**config.mk**
```make
export PLATFORM = sky130hd
export DESIGN_NAME = version_string_parser
export DESIGN_NICKNAME = d
export VERILOG_FILES = /design/src/design/vsp_pkg.sv /design/src/design/version_string_parser.sv
export VERILOG_INCLUDE_DIRS = /design/src /design/src/design
export SDC_FILE = /design/constraint.sdc
export NUM_CORES = 1
export LEC_CHECK = 0
export ABC_CLOCK_PERIOD_IN_PS = 5760
export BUFFER_PORTS_ARGS = -buffer_cell sky130_fd_sc_hd__buf_2
export CAP_MARGIN = 40
export CORE_MARGIN = 1.5
export CORE_UTILIZATION = 23
export CTS_CLUSTER_DIAMETER = 80
export DETAILED_ROUTE_END_ITERATION = 7
export SETUP_SLACK_MARGIN = 0.3
export SYNTH_ARGS = -nofsm -noshare
export SYNTH_HDL_FRONTEND = slang
export SYNTH_SLANG_ARGS = --single-unit
```
**constraint.sdc**
```tcl
create_clock -name clock -period 5.76 [get_ports clock]
set_clock_uncertainty 0.15 [all_clocks]
set_input_delay 0.288 -clock clock [delete_from_list [all_inputs] [get_ports clock]]
set_output_delay 0.288 -clock clock [all_outputs]
set_load 0.03 [all_outputs]
```
**src/design/version_string_parser_macros.svh**
```systemverilog
// Assertion macros for the version string parser.
`ifndef VERSION_STRING_PARSER_MACROS_SVH
`define VERSION_STRING_PARSER_MACROS_SVH
`ifndef NO_ASSERTIONS
`define VSP_ASSERT(label, prop) \
   label: assert property (@(posedge clock) disable iff (reset) prop) \
      else $error("assertion failed");
`define VSP_ASSERT_ALWAYS(label, prop) \
   label: assert property (@(posedge clock) prop) \
      else $error("assertion failed");
`else
`define VSP_ASSERT(label, prop)
`define VSP_ASSERT_ALWAYS(label, prop)
`endif
`endif

```
**src/design/vsp_pkg.sv**
```systemverilog
package vsp_pkg;

   localparam int NUM_W = 10;
   localparam int KIND_W = 2;
   localparam int CHAR_W = 8;

   typedef enum logic [7:0] {
      PH_MAJ_FIRST = 8'b0000_0001,
      PH_MAJ_MORE  = 8'b0000_0010,
      PH_MIN_FIRST = 8'b0000_0100,
      PH_MIN_MORE  = 8'b0000_1000,
      PH_PT_FIRST  = 8'b0001_0000,
      PH_PT_MORE   = 8'b0010_0000,
      PH_REV_FIRST = 8'b0100_0000,
      PH_REV_MORE  = 8'b1000_0000
   } phase_type;

   localparam logic [KIND_W-1:0] KIND_DEV     = 2'd0;
   localparam logic [KIND_W-1:0] KIND_BETA    = 2'd1;
   localparam logic [KIND_W-1:0] KIND_RELEASE = 2'd2;
   localparam logic [KIND_W-1:0] KIND_UNUSED  = 2'd3;

   localparam logic [CHAR_W-1:0] CH_NUL    = 8'h00;
   localparam logic [CHAR_W-1:0] CH_PERIOD = 8'h2E;
   localparam logic [CHAR_W-1:0] CH_ZERO   = 8'h30;
   localparam logic [CHAR_W-1:0] CH_NINE   = 8'h39;
   localparam logic [CHAR_W-1:0] CH_BETA   = 8'h62;
   localparam logic [CHAR_W-1:0] CH_DEV    = 8'h64;

endpackage

```
**src/design/version_string_parser.sv**
```systemverilog
// The result for a string is on rsp_tvalid in the cycle after its NUL byte is taken.
// Throughput: one byte per cycle while req_tready is high; a single-step state update
// per byte, multiply by ten done as shift-and-add ahead of the state registers.
// A stalled result blocks further input only while the output register stays full.
// Reset (synchronous, active high) returns the parser to the start of a string
// and empties the output register.
`include "version_string_parser_macros.svh"

module version_string_parser #(
   parameter int NUMBER_LIMIT = 1000
) (
   input  logic                          clock,
   input  logic                          reset,
   input  logic                          req_tvalid,
   output logic                          req_tready,
   input  logic [vsp_pkg::CHAR_W-1:0]    req_tdata,   // ch
   output logic                          rsp_tvalid,
   input  logic                          rsp_tready,
   output logic [4*vsp_pkg::NUM_W-1:0]   rsp_tdata,   // major_num, minor_num, point_num,
                                                      // revision_num
   output logic [vsp_pkg::KIND_W:0]      rsp_tuser    // valid_res, kind
);
   import vsp_pkg::*;

   localparam int ACC_RAW_W = $clog2(NUMBER_LIMIT * 10);
   localparam int ACC_W = (ACC_RAW_W > NUM_W) ? ACC_RAW_W : NUM_W;

   phase_type         phase_ff, phase_in;
   logic [ACC_W-1:0]  accum_ff, accum_in;
   logic              lead_zero_ff, lead_zero_in;
   logic              failed_ff, failed_in;
   logic [NUM_W-1:0]  major_ff, major_in;
   logic [NUM_W-1:0]  minor_ff, minor_in;
   logic [NUM_W-1:0]  point_ff, point_in;
   logic [KIND_W-1:0] kind_ff, kind_in;

   logic              out_valid_ff;
   logic              res_valid_ff, res_valid_in;
   logic [KIND_W-1:0] res_kind_ff, res_kind_in;
   logic [NUM_W-1:0]  res_major_ff, res_major_in;
   logic [NUM_W-1:0]  res_minor_ff, res_minor_in;
   logic [NUM_W-1:0]  res_point_ff, res_point_in;
   logic [NUM_W-1:0]  res_rev_ff, res_rev_in;

   logic              accept;
   logic              is_nul;
   logic              is_digit;
   logic [3:0]        digit;
   logic [ACC_W-1:0]  accum_grow;
   logic              ok;

   assign req_tready = !out_valid_ff || rsp_tready;
   assign accept     = req_tvalid && req_tready;
   assign is_nul     = (req_tdata == CH_NUL);
   assign is_digit   = (req_tdata >= CH_ZERO) && (req_tdata <= CH_NINE);
   assign digit      = is_digit ? 4'(req_tdata - CH_ZERO) : 4'd0;
   assign accum_grow = ACC_W'((accum_ff << 3) + (accum_ff << 1) + ACC_W'(digit));

   always_comb begin
      phase_in     = phase_ff;
      accum_in     = accum_ff;
      lead_zero_in = lead_zero_ff;
      failed_in    = failed_ff;
      major_in     = major_ff;
      minor_in     = minor_ff;
      point_in     = point_ff;
      kind_in      = kind_ff;
      if (is_nul) begin
         phase_in     = PH_MAJ_FIRST;
         accum_in     = '0;
         lead_zero_in = 1'b0;
         failed_in    = 1'b0;
         major_in     = '0;
         minor_in     = '0;
         point_in     = '0;
         kind_in      = KIND_DEV;
      end else if (!failed_ff) begin
         unique case (phase_ff)
            PH_MAJ_FIRST, PH_PT_FIRST, PH_REV_FIRST: begin
               if (is_digit && digit != 4'd0) begin
                  accum_in     = ACC_W'(digit);
                  lead_zero_in = 1'b0;
                  phase_in     = phase_type'(phase_ff << 1);
               end else begin
                  failed_in = 1'b1;
               end
            end
            PH_MIN_FIRST: begin
               if (is_digit) begin
                  accum_in     = ACC_W'(digit);
                  lead_zero_in = (digit == 4'd0);
                  phase_in     = PH_MIN_MORE;
               end else begin
                  failed_in = 1'b1;
               end
            end
            PH_MAJ_MORE, PH_MIN_MORE, PH_PT_MORE, PH_REV_MORE: begin
               if (is_digit) begin
                  if (lead_zero_ff) begin
                     failed_in = 1'b1;
                  end else begin
                     accum_in = accum_grow;
                     if (accum_grow >= ACC_W'(NUMBER_LIMIT)) begin
                        failed_in = 1'b1;
                     end
                  end
               end else if (req_tdata == CH_PERIOD && phase_ff == PH_MAJ_MORE) begin
                  major_in = accum_ff[NUM_W-1:0];
                  accum_in = '0;
                  phase_in = PH_MIN_FIRST;
               end else if (req_tdata == CH_PERIOD && phase_ff == PH_MIN_MORE) begin
                  minor_in     = accum_ff[NUM_W-1:0];
                  accum_in     = '0;
                  lead_zero_in = 1'b0;
                  phase_in     = PH_PT_FIRST;
               end else if ((req_tdata == CH_BETA || req_tdata == CH_DEV) &&
                            (phase_ff == PH_MIN_MORE || phase_ff == PH_PT_MORE)) begin
                  if (phase_ff == PH_MIN_MORE) begin
                     minor_in = accum_ff[NUM_W-1:0];
                     point_in = '0;
                  end else begin
                     point_in = accum_ff[NUM_W-1:0];
                  end
                  kind_in      = (req_tdata == CH_BETA) ? KIND_BETA : KIND_DEV;
                  accum_in     = '0;
                  lead_zero_in = 1'b0;
                  phase_in     = PH_REV_FIRST;
               end else begin
                  failed_in = 1'b1;
               end
            end
            default: begin
               failed_in = 1'b1;
            end
         endcase
      end
   end

   always_comb begin
      ok           = !failed_ff && (phase_ff == PH_MIN_MORE || phase_ff == PH_PT_MORE ||
                                    phase_ff == PH_REV_MORE);
      res_valid_in = ok;
      res_kind_in  = KIND_DEV;
      res_major_in = '0;
      res_minor_in = '0;
      res_point_in = '0;
      res_rev_in   = '0;
      if (ok) begin
         res_major_in = major_ff;
         res_kind_in  = KIND_RELEASE;
         res_minor_in = minor_ff;
         res_point_in = point_ff;
         if (phase_ff == PH_MIN_MORE) begin
            res_minor_in = accum_ff[NUM_W-1:0];
            res_point_in = '0;
         end else if (phase_ff == PH_PT_MORE) begin
            res_point_in = accum_ff[NUM_W-1:0];
         end else begin
            res_kind_in = kind_ff;
            res_rev_in  = accum_ff[NUM_W-1:0];
         end
      end
   end

   always_ff @(posedge clock) begin
      if (reset) begin
         phase_ff     <= PH_MAJ_FIRST;
         failed_ff    <= 1'b0;
         lead_zero_ff <= 1'b0;
      end else if (accept) begin
         phase_ff     <= phase_in;
         failed_ff    <= failed_in;
         lead_zero_ff <= lead_zero_in;
      end
   end

   always_ff @(posedge clock) begin
      if (accept) begin
         accum_ff <= accum_in;
         major_ff <= major_in;
         minor_ff <= minor_in;
         point_ff <= point_in;
         kind_ff  <= kind_in;
      end
   end

   always_ff @(posedge clock) begin
      if (reset) begin
         out_valid_ff <= 1'b0;
      end else if (accept && is_nul) begin
         out_valid_ff <= 1'b1;
      end else if (rsp_tready) begin
         out_valid_ff <= 1'b0;
      end
   end

   always_ff @(posedge clock) begin
      if (accept && is_nul) begin
         res_valid_ff <= res_valid_in;
         res_kind_ff  <= res_kind_in;
         res_major_ff <= res_major_in;
         res_minor_ff <= res_minor_in;
         res_point_ff <= res_point_in;
         res_rev_ff   <= res_rev_in;
      end
   end

   assign rsp_tvalid = out_valid_ff;
   assign rsp_tdata  = {res_rev_ff, res_point_ff, res_minor_ff, res_major_ff};
   assign rsp_tuser  = {res_kind_ff, res_valid_ff};

   `VSP_ASSERT(a_nul_gives_result, (accept && is_nul) |=> rsp_tvalid)
   `VSP_ASSERT(a_no_spurious_result, (!rsp_tvalid && !(accept && is_nul)) |=> !rsp_tvalid)
   `VSP_ASSERT(a_invalid_is_zero, (rsp_tvalid && !rsp_tuser[0]) |-> (rsp_tdata == '0 && rsp_tuser[KIND_W:1] == KIND_DEV))
   `VSP_ASSERT(a_kind_in_range, rsp_tvalid |-> (rsp_tuser[KIND_W:1] != KIND_UNUSED))
   `VSP_ASSERT_ALWAYS(a_ready_when_empty, !rsp_tvalid |-> req_tready)

endmodule
```
==> impl_metrics.env, run 1 <==
export IMPL_fp_dieH_um=150
export IMPL_share_seq_of_total_power=0.536
export IMPL_insertion_delay_ns=0.35
export IMPL_syn_inst=439
export IMPL_maxCapViolations=0
export IMPL_cp_arrival_ns=3.77
export IMPL_syn_avg_cell_area_um2=11.3
export IMPL_worst_slew_pin_slew_ns=0.732
export IMPL_synth_seq_cells=98
export IMPL_final_common_cell="edfxtp_1"
export IMPL_totalWireLength_um=11200
export IMPL_cts_made_buffers=9
export IMPL_slew_headroom=0.511
export IMPL_path_clk_slew_ns=0.07
export IMPL_postCtsSetupRepairBufs=0
export IMPL_grt_max_degree=44
export IMPL_diodes=0
export IMPL_synth_enable_flop_cells=87
export IMPL_cts_tree="yes"
export IMPL_synth_area_um2=4980
export IMPL_drt_wirelength_per_cell_um=14.5
export IMPL_fp_row_count=53
export IMPL_final_min_clock_period_ns=3.65
export IMPL_async_reset_ff_frac=0
export IMPL_wl_met1_um=5570
export IMPL_drt_initial_drc_count=150
export IMPL_track_usage=0.104
export IMPL_fillers=2210
export IMPL_drcViolationCount=0
export IMPL_syn2layout_area_growth_pct=18.3
export IMPL_p_int_mw=1.12
export IMPL_via_per_inst=4.49
export IMPL_synth_distinct_cells=62
export IMPL_peakVddDrop_mv=0.121
export IMPL_nNetsFinal=530
export IMPL_dpl_cell_count=758
export IMPL_p_sw_frac=0.216
export IMPL_core_area_um2=21200
export IMPL_wl_met2_um=4920
export IMPL_setup_viol_count_final=0
export IMPL_crit_type="in -> reg"
export IMPL_cp_end_kind="flop"
export IMPL_met3_wirelength_um=606
export IMPL_grt_pass1_wl_um=17700
export IMPL_final_layout_size_suffix_gt1_frac=0.182
export IMPL_syn_nets=475
export IMPL_firstDrtPassIters=4
export IMPL_cts_resized=0
export IMPL_die_width_um=150
export IMPL_worst_ep_required_time_ns=5.88
export IMPL_die_area_um2=22500
export IMPL_start_util=0.235
export IMPL_grt_pass1_vias=3236
export IMPL_synth_seq_area_share=0.569
export IMPL_p_clk_frac=0.441
export IMPL_vias=3479
export IMPL_ys_flop_type="edfxtp_1"
export IMPL_highest_layer="met4"
export IMPL_drv_slew=0
export IMPL_setup_tns_final_ns=0
export IMPL_min_period_over_period=0.634
export IMPL_clk_path_buf_depth=2
export IMPL_h_tree_depth=3
export IMPL_port_buffers=56
export IMPL_p_leak_nw=2.03
export IMPL_ctsRootBufferMaster="clkbuf_16"
export IMPL_status="complete, no violations"
export IMPL_gr_total_overflow=0
export IMPL_cts_hold_buffers=0
export IMPL_cts_sinks=98
export IMPL_antenna_found_initial=0
export IMPL_fin_cells=774
export IMPL_hold_class="in -> reg"
export IMPL_rsz0062_at_grt="no"
export IMPL_powerDensity_nw_per_um2=243
export IMPL_antenna_left=0
export IMPL_dpl_hpwl_um=8140
export IMPL_worstPathMaxFanout=9
export IMPL_yosysWarnings=0
export IMPL_final_cell_mix="87 x edfxtp_1, 62 x nor2_1, 56 x buf_2"
export IMPL_finalWeightedCongestion=0.862
export IMPL_combPwrFrac=0.023
export IMPL_clock_fmax_ghz=0.274
export IMPL_io_pins=57
export IMPL_critPathLaunchType="primary input"
export IMPL_finalHoldViolCount=0
export IMPL_p_switching_uw=308
==> stage by stage <==
stage	utilization	power, mW	area [um2]	setup slack (ns)	hold WS (ns)
after floorplan	-	0.802	4980	2.17	0.317
after global placement	0.262	0.815	5550	1.95	0.350
after detailed placement	0.264	0.815	5570	1.83	0.356
after CTS	0.278	1.44	5890	2.17	0.0686
after global routing	0.278	1.47	5890	1.86	0.0859
final	0.278	1.43	5890	2.11	0.0756
==> critical path, stage by stage <==
cell and delay [ns]:
buf_2 0.11, nor2_1 0.18, nand3_1 0.13, nor2b_1 0.42
nand2_1 0.15, fa_1 0.55, inv_1 0.06, ha_1 0.30
a211oi_1 0.20, nor2_1 0.09, o21a_1 0.18, o21ai_0 0.21
o21ai_0 0.16, or4_1 0.52, a41oi_1 0.20
==> cells in the mapped netlist (all sizes together), types with 2 or more instances <==
cell    instances  area [um2]
edfxtp         87        2610
nor2           64         243
nand2          34         130
and2           31         195
a21oi          28         140
ha             22         275
o21ai          14        70.1
inv            13        48.8
and3           11        68.8
clkbuf         11        41.3
dfxtp          11         220
mux2i          10         100
xnor2           8        70.1
buf             7        38.8
nand2b          6        37.5
nand3           6        42.5
nor3            6        30.0
a211oi          5        37.5
xor2            5        43.8
a22oi           4        30.0
a31oi           4        25.0
nand4           4        31.3
or3             4        30.0
a21o            3        22.5
nand3b          3        22.5
nor3b           3        22.5
nor4            3        40.0
nor4b           3        26.3
o211ai          3        22.5
fa              2        40.0
o21a            2        16.3
o31ai           2        15.0
or2             2        12.5
or2b            2        15.0
or4             2        15.0
==> area by class of cell <==
class | instances | area (um2) | share of cell area
well taps | 275 | 344 | 0.0584
inverters | 13 | 48.8 | 0.00829
repair buffers | 62 | 325 | 0.0553
clock inverters | 7 | 87.6 | 0.0149
multi-input cells | 310 | 2020 | 0.344
clock buffers | 9 | 225 | 0.0383
flip-flops and latches | 98 | 2830 | 0.481
==> logic make-up (layout without fill, tap and decap cells) <==
group | Yosys count | after routing | synth area share
fa+ha+maj | 24 | 24 | 0.0633
mux | 10 | 10 | 0.0201
simple gates | 188 | 188 | 0.200
xor+xnor | 13 | 13 | 0.0229
compound gates | 75 | 75 | 0.0985
buf+inv | 31 | 91 | 0.0259
flops | 98 | 98 | 0.569
==> power groups by stage <==
stage | Clock, mW | Combinational (mW) | Sequential [mW]
final | 0.631 | 0.0327 | 0.766
after global routing | 0.668 | 0.0365 | 0.766
after CTS | 0.638 | 0.0325 | 0.766
after detailed placement | 0 | 0.0324 | 0.783
after global placement | 0 | 0.0323 | 0.783
after floorplan | 0 | 0.0198 | 0.782
==> routing by layer <==
layer  global-route usage  vias up
met5                    0        -
li1                     -     1708
met1                0.148     1666
met3               0.0264        8
met2                0.154       97
met4               0.0279        0
==> flip-flops by register name, indices dropped and copies added (netlist names) <==
signal        cells
accum_ff         13
failed_ff         1
kind_ff           1
lead_zero_ff      1
major_ff         10
minor_ff         10
phase_ff          8
point_ff         10
res_kind_ff       2
res_major_ff     10
res_minor_ff     10
res_point_ff     10
res_rev_ff       10
res_valid_ff      1
rsp_tvalid        1
==> final timing paths <==
path,from,end,slack [ns],cells past startpoint
setup / recovery,req_tdata[7],failed_ff,2.11,15
hold / removal,reset,lead_zero_ff,0.08,2
setup reg to reg,accum_ff[0],failed_ff,2.26,10
hold reg to reg,major_ff[9],res_major_ff[9],0.37,1
Power figures use the tool's default switching activity.
==> inputs of run 2 (changes only) <==
--- a/config.mk
+++ b/config.mk
@@ -6,7 +6,7 @@
 export SDC_FILE = /design/constraint.sdc
 export NUM_CORES = 1
 export LEC_CHECK = 0
-export ABC_CLOCK_PERIOD_IN_PS = 5760
+export ABC_CLOCK_PERIOD_IN_PS = 3300
 export BUFFER_PORTS_ARGS = -buffer_cell sky130_fd_sc_hd__buf_2
 export CAP_MARGIN = 40
 export CORE_MARGIN = 1.5
==> constraint.sdc (replaced) <==
create_clock -name clock -period 3.3 [get_ports clock]
set_clock_uncertainty 0.15 [all_clocks]
set_input_delay 0.165 -clock clock [delete_from_list [all_inputs] [get_ports clock]]
set_output_delay 0.165 -clock clock [all_outputs]
set_load 0.03 [all_outputs]
==> run 2 against run 1 <==
  * Core utilization is 2.0 points higher
  * Clock power rose by 89%
  * Register-to-register slack lost 1.8 ns
  * Design area increased by 7.0%
  * Largest cell class unchanged
  * Sequential share of layout area fell by 3.2 points
  * Worst setup slack worse by 1.7 ns
==> impl_metrics.env, run 2 (same netlist as run 1, synthesis figures left out) <==
export IMPL_status="complete, no violations"
export IMPL_nNetsFinal=564
export IMPL_crit_type="in -> reg"
export IMPL_cts_tree="yes"
export IMPL_peakVddDrop_mv=0.239
export IMPL_maxCapViolations=0
export IMPL_powerDensity_nw_per_um2=413
export IMPL_antenna_found_initial=0
export IMPL_hp_start="req_tdata[2]"
export IMPL_hold_depth=3
export IMPL_vias=3546
export IMPL_firstDrtPassIters=5
export IMPL_place_ws_ns=-0.166
export IMPL_cp_slowest_cell="or4_4"
export IMPL_worst_ep_required_time_ns=3.42
export IMPL_cp_arrival_ns=3.00
export IMPL_fp_dieH_um=150
export IMPL_drt_initial_drc_count=192
export IMPL_clock_fmax_ghz=0.347
export IMPL_cp_end_kind="flop"
export IMPL_h_tree_depth=3
export IMPL_ctsRootBufferMaster="clkbuf_16"
export IMPL_holdPathEnd="kind_ff[0]"
export IMPL_worstPathMaxFanout=3
export IMPL_finalWeightedCongestion=0.915
export IMPL_grt_max_degree=44
export IMPL_cp_startpoint="req_tdata[7]"
export IMPL_final_common_cell="edfxtp_1"
export IMPL_drv_slew=0
export IMPL_critPathLaunchType="primary input"
export IMPL_max_stage_delay_ns=0.53
export IMPL_p_leak_nw=2.23
export IMPL_hold_class="in -> reg"
export IMPL_fin_ws_ns=0.418
export IMPL_cts_made_buffers=9
export IMPL_min_period_over_period=0.873
export IMPL_regToRegEndpoint="failed_ff"
export IMPL_crit_buf_inv=4
export IMPL_grt_pass1_wl_um=18100
export IMPL_gr_total_overflow=0
export IMPL_r2r_slack_ns=0.43
export IMPL_crit_chain="buf_2 -> nor2_4 -> nand3_2 -> buf_4 -> nor3b_2 -> buf_4 -> ha_1 -> ha_1 -> inv_1 -> fa_2 -> nand2b_4 -> a21oi_4 -> o21ai_0 -> nand2b_1 -> xnor2_1 -> or4_4 -> a41oi_2"
export IMPL_diodes=0
export IMPL_reg2regPathDepth=10
export IMPL_path_clk_slew_ns=0.07
export IMPL_r2r_start="accum_ff[2]"
export IMPL_drt_wirelength_per_cell_um=14.0
export IMPL_cp_top_family="simple AND/OR/NAND/NOR gates"
export IMPL_insertion_delay_ns=0.34
export IMPL_setup_viol_count_final=0
export IMPL_fp_row_count=53
export IMPL_worst_slew_pin_slew_ns=0.602
export IMPL_whs_ns=0.141
export IMPL_port_buffers=56
export IMPL_die_area_um2=22500
export IMPL_final_layout_size_suffix_gt1_frac=0.271
export IMPL_die_width_um=150
export IMPL_slew_headroom=0.596
export IMPL_via_per_inst=4.39
export IMPL_top_register="accum_ff"
export IMPL_io_pins=57
export IMPL_final_cell_mix="87 x edfxtp_1, 60 x nor2_1, 56 x buf_2"
export IMPL_final_min_clock_period_ns=2.88
export IMPL_largest_register_ffs=13
export IMPL_start_util=0.235
export IMPL_clk_path_buf_depth=2
export IMPL_finalHoldViolCount=0
export IMPL_dpl_hpwl_um=8350
export IMPL_track_usage=0.105
export IMPL_core_area_um2=21200
export IMPL_rsz0062_at_grt="yes"
export IMPL_drcViolationCount=0
export IMPL_antenna_left=0
export IMPL_syn2layout_area_growth_pct=26.6
export IMPL_totalWireLength_um=11300
export IMPL_grt_pass1_vias=3407
export IMPL_cts_sinks=98
run 2: power breakdown:
group / leakage [nW] / internal, mW / total (mW) / switching [mW]
registers: 0.792 / 1.33 / 1.34 / 0.00443
logic: 1.28 / 0.0355 / 0.0773 / 0.0417
clock network: 0.158 / 0.739 / 1.19 / 0.447
run 2: stage by stage:
stage / area (um2) / TNS [ns] / power [mW] / utilization / instances
after floorplan: 5050 / 0 / 1.40 / - / 439
after global placement: 5840 / -0.102 / 1.43 / 0.276 / 785
after detailed placement: 5840 / -0.269 / 1.44 / 0.276 / 785
after CTS: 6210 / 0 / 2.63 / 0.294 / 803
after global routing: 6300 / 0 / 2.69 / 0.298 / 807
final: 6300 / 0 / 2.60 / 0.298 / 807
run 2: worst max-delay path by stage:
stage	slack (ns)	cells after the start	endpoint
2_1_floorplan	0.29	15	failed_ff
3_3_place_gp	-0.08	15	failed_ff
3_5_place_dp	-0.17	15	failed_ff
4_1_cts	0.31	15	failed_ff
5_1_grt	0.28	11	failed_ff
6_report	0.42	17	failed_ff
run 2: per-layer routing:
layer  share of wire  GRT usage  up-vias
met3           0.068     0.0264        9
met2            0.47      0.173      106
met4          0.0088     0.0201        0
li1                -          -     1775
met5               0          0        -
met1            0.45      0.140     1656
run 2: area by class of cell:
cell class	instances	area, um2
flip-flops and latches	98	2830
multi-input cells	310	2130
repair buffers	96	601
clock inverters	6	114
clock buffers	9	225
fillers	2172	14900
inverters	13	48.8
well taps	275	344
run 2: worst min-delay path: cells and delay by family:
family | cells | cell delay [ns]
buf+inv | 2 | 0.22
simple gates | 1 | 0.06
run 2: repair_timing:
| item | in CTS | in global routing |
|---|---|---|
| hold endpoints to repair | 10 | 0 |
| setup buffers | 0 | 4 |
| setup endpoints to repair | 2 | 2 |
| cloned | 0 | 0 |
| gates resized for setup | 1 | 14 |
| pin swaps | 0 | 10 |
| hold buffers | 3 | 0 |
